## src/design/njs_pkg.sv

```systemverilog
`timescale 1ns / 1ps
`default_nettype none

package njs_pkg;

   // Default width of the countdown timer
   localparam int TIMER_BITS_DEFAULT = 16;

   // Event codes on the request channel
   typedef enum logic [2:0] {
      FN_TICK          = 3'd0,
      FN_RESET_IND     = 3'd1,
      FN_INFO_REPLY    = 3'd2,
      FN_WRITE_REPLY   = 3'd3,
      FN_ZDO_STATUS    = 3'd4,
      FN_FACTORY_RESET = 3'd5,
      FN_RESTART       = 3'd6
   } func_type;

   // Commands toward the coprocessor
   typedef enum logic [2:0] {
      CMD_NONE       = 3'd0,
      CMD_GET_INFO   = 3'd1,
      CMD_WRITE_TYPE = 3'd2,
      CMD_START_NET  = 3'd3,
      CMD_SYS_RESET  = 3'd4
   } command_type;

   // LED patterns
   typedef enum logic [1:0] {
      LED_NONE    = 2'd0,
      LED_FACTORY = 2'd1,
      LED_ON_NET  = 2'd2,
      LED_FAILURE = 2'd3
   } led_type;

   // Join state
   typedef enum logic [2:0] {
      ST_IDLE    = 3'd0,
      ST_INFO    = 3'd1,
      ST_WRITE   = 3'd2,
      ST_START   = 3'd3,
      ST_ON_NET  = 3'd4,
      ST_RECOVER = 3'd5
   } join_state_type;

   // Register indexes of the csr port
   localparam logic [2:0] REG_WANTED_TYPE   = 3'd0;
   localparam logic [2:0] REG_RESPONSE_WAIT = 3'd1;
   localparam logic [2:0] REG_RESET_WAIT    = 3'd2;
   localparam logic [2:0] REG_JOIN_WAIT     = 3'd3;
   localparam logic [2:0] REG_RETRY_WAIT    = 3'd4;
   localparam logic [2:0] REG_RETRY_LIMIT   = 3'd5;
   localparam logic [2:0] REG_START_MODE    = 3'd6;

   // Register reset values
   localparam logic [7:0]  WANTED_TYPE_RST   = 8'h00;
   localparam logic [15:0] RESPONSE_WAIT_RST = 16'd500;
   localparam logic [15:0] RESET_WAIT_RST    = 16'd5000;
   localparam logic [15:0] JOIN_WAIT_RST     = 16'd10000;
   localparam logic [15:0] RETRY_WAIT_RST    = 16'd5000;
   localparam logic [7:0]  RETRY_LIMIT_RST   = 8'd10;
   localparam logic [7:0]  START_MODE_RST    = 8'h02;

   localparam logic [7:0]  ERR_MAX           = 8'hFF;
   localparam logic [7:0]  NOT_STARTED       = 8'h00;
   localparam logic [7:0]  STATUS_OK         = 8'h00;

endpackage

`default_nettype wire

```

## src/design/network_join_sequencer.sv

```systemverilog
`timescale 1ns / 1ps
`default_nettype none

// Join sequencer for a radio coprocessor. Every request beat (tick, reset
// indication, info reply, write reply, zdo status, factory reset, restart)
// produces exactly one response beat carrying the command to send, its
// argument, an LED pattern, the join state after the event and the latched
// network identity. The decision is one pass of logic on registered state,
// so a request is taken every cycle: response beat appears the cycle after
// the request is accepted, and the only thing that can hold off req is a
// response still sitting in the output register while rsp_stall is high.
// The countdown timer is TIMER_BITS wide; wait values are truncated to that
// width when the timer is loaded. After reset the timer runs from reset_wait.

module network_join_sequencer #(
   parameter int TIMER_BITS = njs_pkg::TIMER_BITS_DEFAULT
) (
   input  wire logic        clock,
   input  wire logic        reset,
   // request channel
   input  wire logic        req_valid,
   output logic             req_stall,
   input  wire logic [2:0]  req_func,
   input  wire logic [7:0]  req_reported_type,
   input  wire logic [7:0]  req_net_started,
   input  wire logic [15:0] req_node_addr,
   input  wire logic [63:0] req_node_mac,
   input  wire logic [15:0] req_coord_addr,
   input  wire logic [63:0] req_coord_mac,
   input  wire logic [7:0]  req_radio_channel,
   input  wire logic [15:0] req_pan_ident,
   input  wire logic [7:0]  req_status_code,
   // response channel
   output logic             rsp_valid,
   input  wire logic        rsp_stall,
   output logic [2:0]       rsp_command,
   output logic [7:0]       rsp_command_arg,
   output logic [1:0]       rsp_led_pattern,
   output logic [2:0]       rsp_join_state,
   output logic             rsp_on_net,
   output logic [7:0]       rsp_error_count,
   output logic [15:0]      rsp_my_short_addr,
   output logic [63:0]      rsp_my_ext_addr,
   output logic [15:0]      rsp_parent_short_addr,
   output logic [63:0]      rsp_parent_ext_addr,
   output logic [7:0]       rsp_chan_out,
   output logic [15:0]      rsp_pan_out,
   // configuration
   input  wire logic        csr_write_en,
   input  wire logic [2:0]  csr_index,
   input  wire logic [15:0] csr_wdata
);

   // ---------------------------------------------------------------------
   // Configuration registers
   // ---------------------------------------------------------------------
   logic [7:0]  wanted_type_ff;
   logic [15:0] response_wait_ff;
   logic [15:0] reset_wait_ff;
   logic [15:0] join_wait_ff;
   logic [15:0] retry_wait_ff;
   logic [7:0]  retry_limit_ff;
   logic [7:0]  start_mode_ff;

   always_ff @(posedge clock) begin
      if (reset) begin
         wanted_type_ff   <= njs_pkg::WANTED_TYPE_RST;
         response_wait_ff <= njs_pkg::RESPONSE_WAIT_RST;
         reset_wait_ff    <= njs_pkg::RESET_WAIT_RST;
         join_wait_ff     <= njs_pkg::JOIN_WAIT_RST;
         retry_wait_ff    <= njs_pkg::RETRY_WAIT_RST;
         retry_limit_ff   <= njs_pkg::RETRY_LIMIT_RST;
         start_mode_ff    <= njs_pkg::START_MODE_RST;
      end else if (csr_write_en) begin
         case (csr_index)
            njs_pkg::REG_WANTED_TYPE:   wanted_type_ff   <= csr_wdata[7:0];
            njs_pkg::REG_RESPONSE_WAIT: response_wait_ff <= csr_wdata;
            njs_pkg::REG_RESET_WAIT:    reset_wait_ff    <= csr_wdata;
            njs_pkg::REG_JOIN_WAIT:     join_wait_ff     <= csr_wdata;
            njs_pkg::REG_RETRY_WAIT:    retry_wait_ff    <= csr_wdata;
            njs_pkg::REG_RETRY_LIMIT:   retry_limit_ff   <= csr_wdata[7:0];
            njs_pkg::REG_START_MODE:    start_mode_ff    <= csr_wdata[7:0];
            default: ;  // unused index: write is dropped
         endcase
      end
   end

   // ---------------------------------------------------------------------
   // Handshake: output register frees up when empty or being drained, so a
   // new beat can be taken in the same cycle the old one leaves.
   // ---------------------------------------------------------------------
   logic req_accept;
   logic rsp_valid_ff;

   assign req_stall  = rsp_valid_ff & rsp_stall;
   assign req_accept = req_valid & ~req_stall;
   assign rsp_valid  = rsp_valid_ff;

   // ---------------------------------------------------------------------
   // Sequencer state
   // ---------------------------------------------------------------------
   njs_pkg::join_state_type link_state_ff, link_state_in;
   logic                    info_valid_ff, info_valid_in;
   logic [7:0]              err_count_ff, err_count_in;
   logic [TIMER_BITS-1:0]   countdown_ff, countdown_in;
   logic                    running_ff, running_in;
   logic [15:0]             held_short_ff, held_short_in;
   logic [63:0]             held_ext_ff, held_ext_in;
   logic [15:0]             held_parent_short_ff, held_parent_short_in;
   logic [63:0]             held_parent_ext_ff, held_parent_ext_in;
   logic [7:0]              held_channel_ff, held_channel_in;
   logic [15:0]             held_pan_ff, held_pan_in;

   // result registers for the per-event fields
   njs_pkg::command_type    command_ff, command_in;
   logic [7:0]              command_arg_ff, command_arg_in;
   njs_pkg::led_type        led_ff, led_in;

   logic [7:0]              err_bumped;

   // saturating increment, shared by expiry and failed write
   assign err_bumped = (err_count_ff == njs_pkg::ERR_MAX) ? err_count_ff
                                                          : err_count_ff + 8'd1;

   always_comb begin
      link_state_in        = link_state_ff;
      info_valid_in        = info_valid_ff;
      err_count_in         = err_count_ff;
      countdown_in         = countdown_ff;
      running_in           = running_ff;
      held_short_in        = held_short_ff;
      held_ext_in          = held_ext_ff;
      held_parent_short_in = held_parent_short_ff;
      held_parent_ext_in   = held_parent_ext_ff;
      held_channel_in      = held_channel_ff;
      held_pan_in          = held_pan_ff;
      command_in           = njs_pkg::CMD_NONE;
      command_arg_in       = 8'h00;
      led_in               = njs_pkg::LED_NONE;

      case (req_func)
         njs_pkg::FN_TICK: begin
            if (running_ff) begin
               if (countdown_ff > TIMER_BITS'(1)) begin
                  countdown_in = countdown_ff - TIMER_BITS'(1);
               end else begin
                  // expiry (a zero count also lands here)
                  countdown_in = '0;
                  running_in   = 1'b0;
                  err_count_in = err_bumped;
                  if (err_bumped > retry_limit_ff) begin
                     link_state_in = njs_pkg::ST_IDLE;
                     led_in        = njs_pkg::LED_FAILURE;
                  end else if (link_state_ff == njs_pkg::ST_START ||
                               link_state_ff == njs_pkg::ST_RECOVER) begin
                     command_in     = njs_pkg::CMD_START_NET;
                     command_arg_in = start_mode_ff;
                     countdown_in   = TIMER_BITS'(join_wait_ff);
                     running_in     = 1'b1;
                  end else begin
                     command_in    = njs_pkg::CMD_GET_INFO;
                     link_state_in = njs_pkg::ST_INFO;
                     countdown_in  = TIMER_BITS'(response_wait_ff);
                     running_in    = 1'b1;
                  end
               end
            end
         end
         njs_pkg::FN_RESET_IND: begin
            command_in    = njs_pkg::CMD_GET_INFO;
            link_state_in = njs_pkg::ST_INFO;
            countdown_in  = TIMER_BITS'(response_wait_ff);
            running_in    = 1'b1;
         end
         njs_pkg::FN_INFO_REPLY: begin
            if (req_reported_type != wanted_type_ff) begin
               command_in     = njs_pkg::CMD_WRITE_TYPE;
               command_arg_in = wanted_type_ff;
               link_state_in  = njs_pkg::ST_WRITE;
               countdown_in   = TIMER_BITS'(response_wait_ff);
               running_in     = 1'b1;
            end else if (req_net_started == njs_pkg::NOT_STARTED) begin
               command_in     = njs_pkg::CMD_START_NET;
               command_arg_in = start_mode_ff;
               link_state_in  = njs_pkg::ST_START;
               countdown_in   = TIMER_BITS'(join_wait_ff);
               running_in     = 1'b1;
            end else begin
               // on the network: latch identity, stop the timer
               held_short_in        = req_node_addr;
               held_ext_in          = req_node_mac;
               held_parent_short_in = req_coord_addr;
               held_parent_ext_in   = req_coord_mac;
               held_channel_in      = req_radio_channel;
               held_pan_in          = req_pan_ident;
               link_state_in        = njs_pkg::ST_ON_NET;
               info_valid_in        = 1'b1;
               running_in           = 1'b0;
               led_in               = njs_pkg::LED_ON_NET;
            end
         end
         njs_pkg::FN_WRITE_REPLY: begin
            if (req_status_code != njs_pkg::STATUS_OK) begin
               err_count_in = err_bumped;
            end
            command_in    = njs_pkg::CMD_SYS_RESET;
            link_state_in = njs_pkg::ST_IDLE;
            countdown_in  = TIMER_BITS'(reset_wait_ff);
            running_in    = 1'b1;
         end
         njs_pkg::FN_ZDO_STATUS: begin
            if (req_status_code == njs_pkg::STATUS_OK) begin
               command_in    = njs_pkg::CMD_GET_INFO;
               link_state_in = njs_pkg::ST_INFO;
               countdown_in  = TIMER_BITS'(response_wait_ff);
            end else begin
               link_state_in = njs_pkg::ST_RECOVER;
               countdown_in  = TIMER_BITS'(retry_wait_ff);
            end
            running_in = 1'b1;
         end
         njs_pkg::FN_FACTORY_RESET: begin
            // timer is left alone
            link_state_in = njs_pkg::ST_IDLE;
            info_valid_in = 1'b0;
            led_in        = njs_pkg::LED_FACTORY;
         end
         njs_pkg::FN_RESTART: begin
            link_state_in = njs_pkg::ST_IDLE;
            info_valid_in = 1'b0;
            err_count_in  = 8'h00;
            command_in    = njs_pkg::CMD_SYS_RESET;
            countdown_in  = TIMER_BITS'(reset_wait_ff);
            running_in    = 1'b1;
         end
         default: ;  // unused code: nothing changes, no command
      endcase
   end

   // state registers move only on an accepted beat
   always_ff @(posedge clock) begin
      if (reset) begin
         link_state_ff        <= njs_pkg::ST_IDLE;
         info_valid_ff        <= 1'b0;
         err_count_ff         <= 8'h00;
         countdown_ff         <= TIMER_BITS'(njs_pkg::RESET_WAIT_RST);
         running_ff           <= 1'b1;
         held_short_ff        <= '0;
         held_ext_ff          <= '0;
         held_parent_short_ff <= '0;
         held_parent_ext_ff   <= '0;
         held_channel_ff      <= '0;
         held_pan_ff          <= '0;
      end else if (req_accept) begin
         link_state_ff        <= link_state_in;
         info_valid_ff        <= info_valid_in;
         err_count_ff         <= err_count_in;
         countdown_ff         <= countdown_in;
         running_ff           <= running_in;
         held_short_ff        <= held_short_in;
         held_ext_ff          <= held_ext_in;
         held_parent_short_ff <= held_parent_short_in;
         held_parent_ext_ff   <= held_parent_ext_in;
         held_channel_ff      <= held_channel_in;
         held_pan_ff          <= held_pan_in;
      end
   end

   // output valid
   always_ff @(posedge clock) begin
      if (reset) begin
         rsp_valid_ff <= 1'b0;
      end else if (req_accept) begin
         rsp_valid_ff <= 1'b1;
      end else if (~rsp_stall) begin
         rsp_valid_ff <= 1'b0;
      end
   end

   // per-event result fields; no reset needed
   always_ff @(posedge clock) begin
      if (req_accept) begin
         command_ff     <= command_in;
         command_arg_ff <= command_arg_in;
         led_ff         <= led_in;
      end
   end

   // State fields come straight from the state registers: they can only
   // change on an accept, which needs the response slot to be free, so they
   // always match the beat that sits in the output register.
   assign rsp_command           = command_ff;
   assign rsp_command_arg       = command_arg_ff;
   assign rsp_led_pattern       = led_ff;
   assign rsp_join_state        = link_state_ff;
   assign rsp_on_net            = (link_state_ff == njs_pkg::ST_ON_NET) & info_valid_ff;
   assign rsp_error_count       = err_count_ff;
   assign rsp_my_short_addr     = held_short_ff;
   assign rsp_my_ext_addr       = held_ext_ff;
   assign rsp_parent_short_addr = held_parent_short_ff;
   assign rsp_parent_ext_addr   = held_parent_ext_ff;
   assign rsp_chan_out          = held_channel_ff;
   assign rsp_pan_out           = held_pan_ff;

endmodule

`default_nettype wire

```

## config.mk

```make
export PLATFORM = sky130hd
export DESIGN_NAME = network_join_sequencer
export DESIGN_NICKNAME = d
export VERILOG_FILES = /design/src/design/njs_pkg.sv /design/src/design/network_join_sequencer.sv
export SDC_FILE = /design/constraint.sdc
export NUM_CORES = 1
export LEC_CHECK = 0
export ABC_AREA = 1
export BUFFER_PORTS_ARGS = -buffer_cell sky130_fd_sc_hd__clkbuf_2
export CORE_ASPECT_RATIO = 0.9
export CORE_MARGIN = 10
export CORE_UTILIZATION = 46
export DETAILED_ROUTE_END_ITERATION = 6
export GPL_ROUTABILITY_DRIVEN = 0
export GPL_TIMING_DRIVEN = 0
export PLACE_DENSITY = 0.77
export SETUP_SLACK_MARGIN = 0.3
export SYNTH_ARGS = -nofsm -noshare
export SYNTH_HDL_FRONTEND = slang
export SYNTH_SLANG_ARGS = --single-unit
export TNS_END_PERCENT = 20
```

## constraint.sdc

```tcl
create_clock -name clock -period 2.55 [get_ports clock]
set_input_delay 0.3825 -clock clock [delete_from_list [all_inputs] [get_ports clock]]
set_output_delay 0.3825 -clock clock [all_outputs]
set_load 0.02 [all_outputs]
```

==> run_results.csv <==
group,metric,value,unit
cts,clkSlewWorstSetupHoldPaths,60,ps
finish,nets,2588,
finish,drive_above_1_share,26.9,%
logic_synthesis,synth_flop_cell,"dfxtp_1",
logic_synthesis,postSynthNetCount,2089,
sta,hold_violations,0,
floorplan,die_w,200,um
pwr,p_total,11.3,mW
detailed_routing,drtAntennaViolNets,0,
cts,clock_latency,520,ps
sta,setup_slack,-108,ps
sta,relSlewSlack,45.7,%
logic_synthesis,synth.avg_cell_area,7.26,sq um
placed_design,dpl_worst_slack,-209,ps
floorplan,io_pins,446,
critical_path,reg2reg_slack,-110,ps
logic_synthesis,synthTopCellsByArea,"dfxtp_1, a21oi_1, o21ai_0, inv_1, nand2_1",
logic_synthesis,netlist_area,13400,sq um
flow_run,maxCapViolations,0,
cts,cts_tree,"done",
status,failed_checks,"design-rule violations, negative setup slack",
critical_path,cp.required,2900,ps
logic_synthesis,yosys-top-cells-count,"dfxtp_1, inv_1, a21oi_1, nand2_1, o21ai_0",
sta,period_share,104,%
global_route,grt.overflow.total,0,
logic_synthesis,yosysMostFrequentCell,"dfxtp_1",
detailed_routing,wl_per_cell,18.8,um
finish,area_growth,32.1,%
critical_path,cp.arrival,3000,ps
floorplan,row_count,59,
logic_synthesis,yosysSeqAreaShare,48.1,%
detailed_routing,drt-pass1-iter-count,7,
cts,cts_sinks,315,
placed_design,numPortBuffers,444,
global_route,grt_pass1_wl,76500,um
cts,clk_path_buf_depth,3,
sta,fin_skew,16.3,ps
pwr,powerDensity,638,nW/um^2
sta,fmax,376,MHz
critical_path,crit_fanout,8,
sta,min_period,2660,ps
placed_design,place_hpwl,39600,um
detailed_routing,drt_iter0_markers,1214,
pwr,peakVddDrop,545,uV
floorplan,dieHeight,182,um
sta,drv_slew,0,
logic_synthesis,async_flop_share,0,%
floorplan,initial_core_util,46.5,%
global_route,grt_max_degree,16,
global_route,grt_antenna_before_repair,2,
min_path,hold_path_class,"primary input to flip-flop",
global_route,grt_usage,26.8,%
sta,tightest_slew,814,ps
detailed_routing,remaining_drc_errors,1,
global_route,grt_pass1_vias,14000,
logic_synthesis,yosysTopAreaCellShare,45.2,%
logic_synthesis,synth-seq-cells,315,
floorplan,core-area,28800,sq um
cts,cts_inserted_buffers,35,
logic_synthesis,synth_cell_types,38,
floorplan,die_area,36300,sq um
critical_path,critical_path.startpoint_type,"flip-flop",
logic_synthesis,synth_edf_count,13,
critical_path,critPathCaptureType,"flip-flop",
logic_synthesis,netlist_instances,1843,
detailed_routing,via_per_inst,5.27,
detailed_routing,drt-total-wl,51400,um
status,status,"finished, violations left",
logic_synthesis,synth_top_area_cell,"dfxtp_1",
cts,htreeDepth,2,
sta,finalSetupViolations,20,
pwr,p_leak,7.87,nW
critical_path,crit_type,"flip-flop to flip-flop",
sta,fin_setup_tns,-1150,ps
detailed_routing,dr_total_vias,14400,
sta,grt_setup_unrepaired,"true",
logic_synthesis,ys_warn_count,0,
cts,clockRootBuffer,"clkbuf_16",
cts,cts_hold_buf,0,
-- repair_timing --
item / 4_1_cts / 5_1_grt
endpoints found under the setup margin: 217 / 194
pin swaps: 19 / 21
setup buffers: 8 / 9
gates resized for setup: 28 / 39
-- kinds of logic (layout without fill, tap and decap cells) --
group           Yosys count  count (layout)  share of synthesized area [%]
simple gates            541             541                           17.0
xor+xnor                 11              11                          0.720
compound gates          577             577                           21.8
fa+ha+maj                11              11                           1.03
buf+inv                 388             909                           11.4
other cells               0               4                              0
flops                   315             315                           48.1
-- sequential cells by signal, summed over array words and instances (netlist names) --
name	count
rsp_valid	1
info_valid_ff	1
rsp_my_short_addr	16
rsp_command_arg	8
countdown_ff	16
response_wait_ff	16
retry_wait_ff	16
wanted_type_ff	8
rsp_chan_out	8
running_ff	1
start_mode_ff	8
rsp_led_pattern	2
retry_limit_ff	8
rsp_parent_short_addr	16
rsp_pan_out	16
rsp_command	3
rsp_error_count	8
reset_wait_ff	16
rsp_join_state	3
join_wait_ff	16
rsp_parent_ext_addr	64
rsp_my_ext_addr	64
-- per-layer routing --
layer,wire (um),track usage (%),up-vias
li1,-,-,6946
met1,20100,31.7,6625
met2,24100,45.1,732
met3,5510,7.82,113
met4,1630,9.11,2
met5,13,0,-
-- metrics by stage --
| step | util (%) | instance area, sq um | std cells | hold slack [ps] |
|---|---|---|---|---|
| floorplan | - | 13500 | 1843 | 424 |
| detailed placement | 56.1 | 16100 | 2654 | 436 |
| CTS | 60.6 | 17400 | 2721 | 118 |
| global placement | 56.0 | 16100 | 2653 | 431 |
| finish | 61.4 | 17700 | 2734 | 126 |
| global route | 61.4 | 17700 | 2731 | 140 |
-- cell type report --
class	count	area, sq um
tap	366	458
buffer	100	449
inverter	288	1080
fill	2558	11100
clock inverter	11	136
multi-input combinational	1140	5710
antenna	4	10.0
timing repair buffer	462	2360
sequential	315	6450
clock buffer	48	1020
-- report_power, final --
part | switching (mW) | internal [mW] | total (mW) | leakage (nW)
clock network | 2.07 | 3.10 | 5.17 | 0.568
logic | 0.639 | 0.370 | 1.01 | 4.73
registers | 0.0626 | 5.04 | 5.10 | 2.58
-- layout by cell type (no fill, tap or decap), drive strengths merged, types with 5 or more instances in the layout --
cell type / n
clkbuf: 554
dfxtp: 302
o21ai: 291
inv: 289
nand2: 276
a21oi: 275
nor2: 150
nand3: 97
buf: 56
edfxtp: 13
ha: 11
xor2: 9
nand4: 9
o211ai: 7
clkinv: 7
nor3: 5
-- worst paths after layout --
check / cells after the start / startpoint / to
hold / removal: 3 / rsp_stall / rsp_valid
setup reg to reg: 16 / rsp_error_count[2] / rsp_command_arg[5]
hold reg to reg: 2 / rsp_my_ext_addr[13] / rsp_my_ext_addr[13]
setup / recovery: 16 / rsp_error_count[2] / rsp_command_arg[5]
-- critical path, cell delays in order (launching register included) --
cell and delay (ps):
dfxtp_2 390, nand3_2 140, nor2_4 160, nand3_1 110, xor2_1 190, nand2_2 100
ha_4 280, nand2_1 80, nor2_2 150, nand4_1 170, nand2_4 160, inv_4 50
nor2_4 140, nand3_4 120, nand2_8 120, nand2_1 60, o21ai_1 90
No activity file was read; power rests on OpenSTA's default activity.
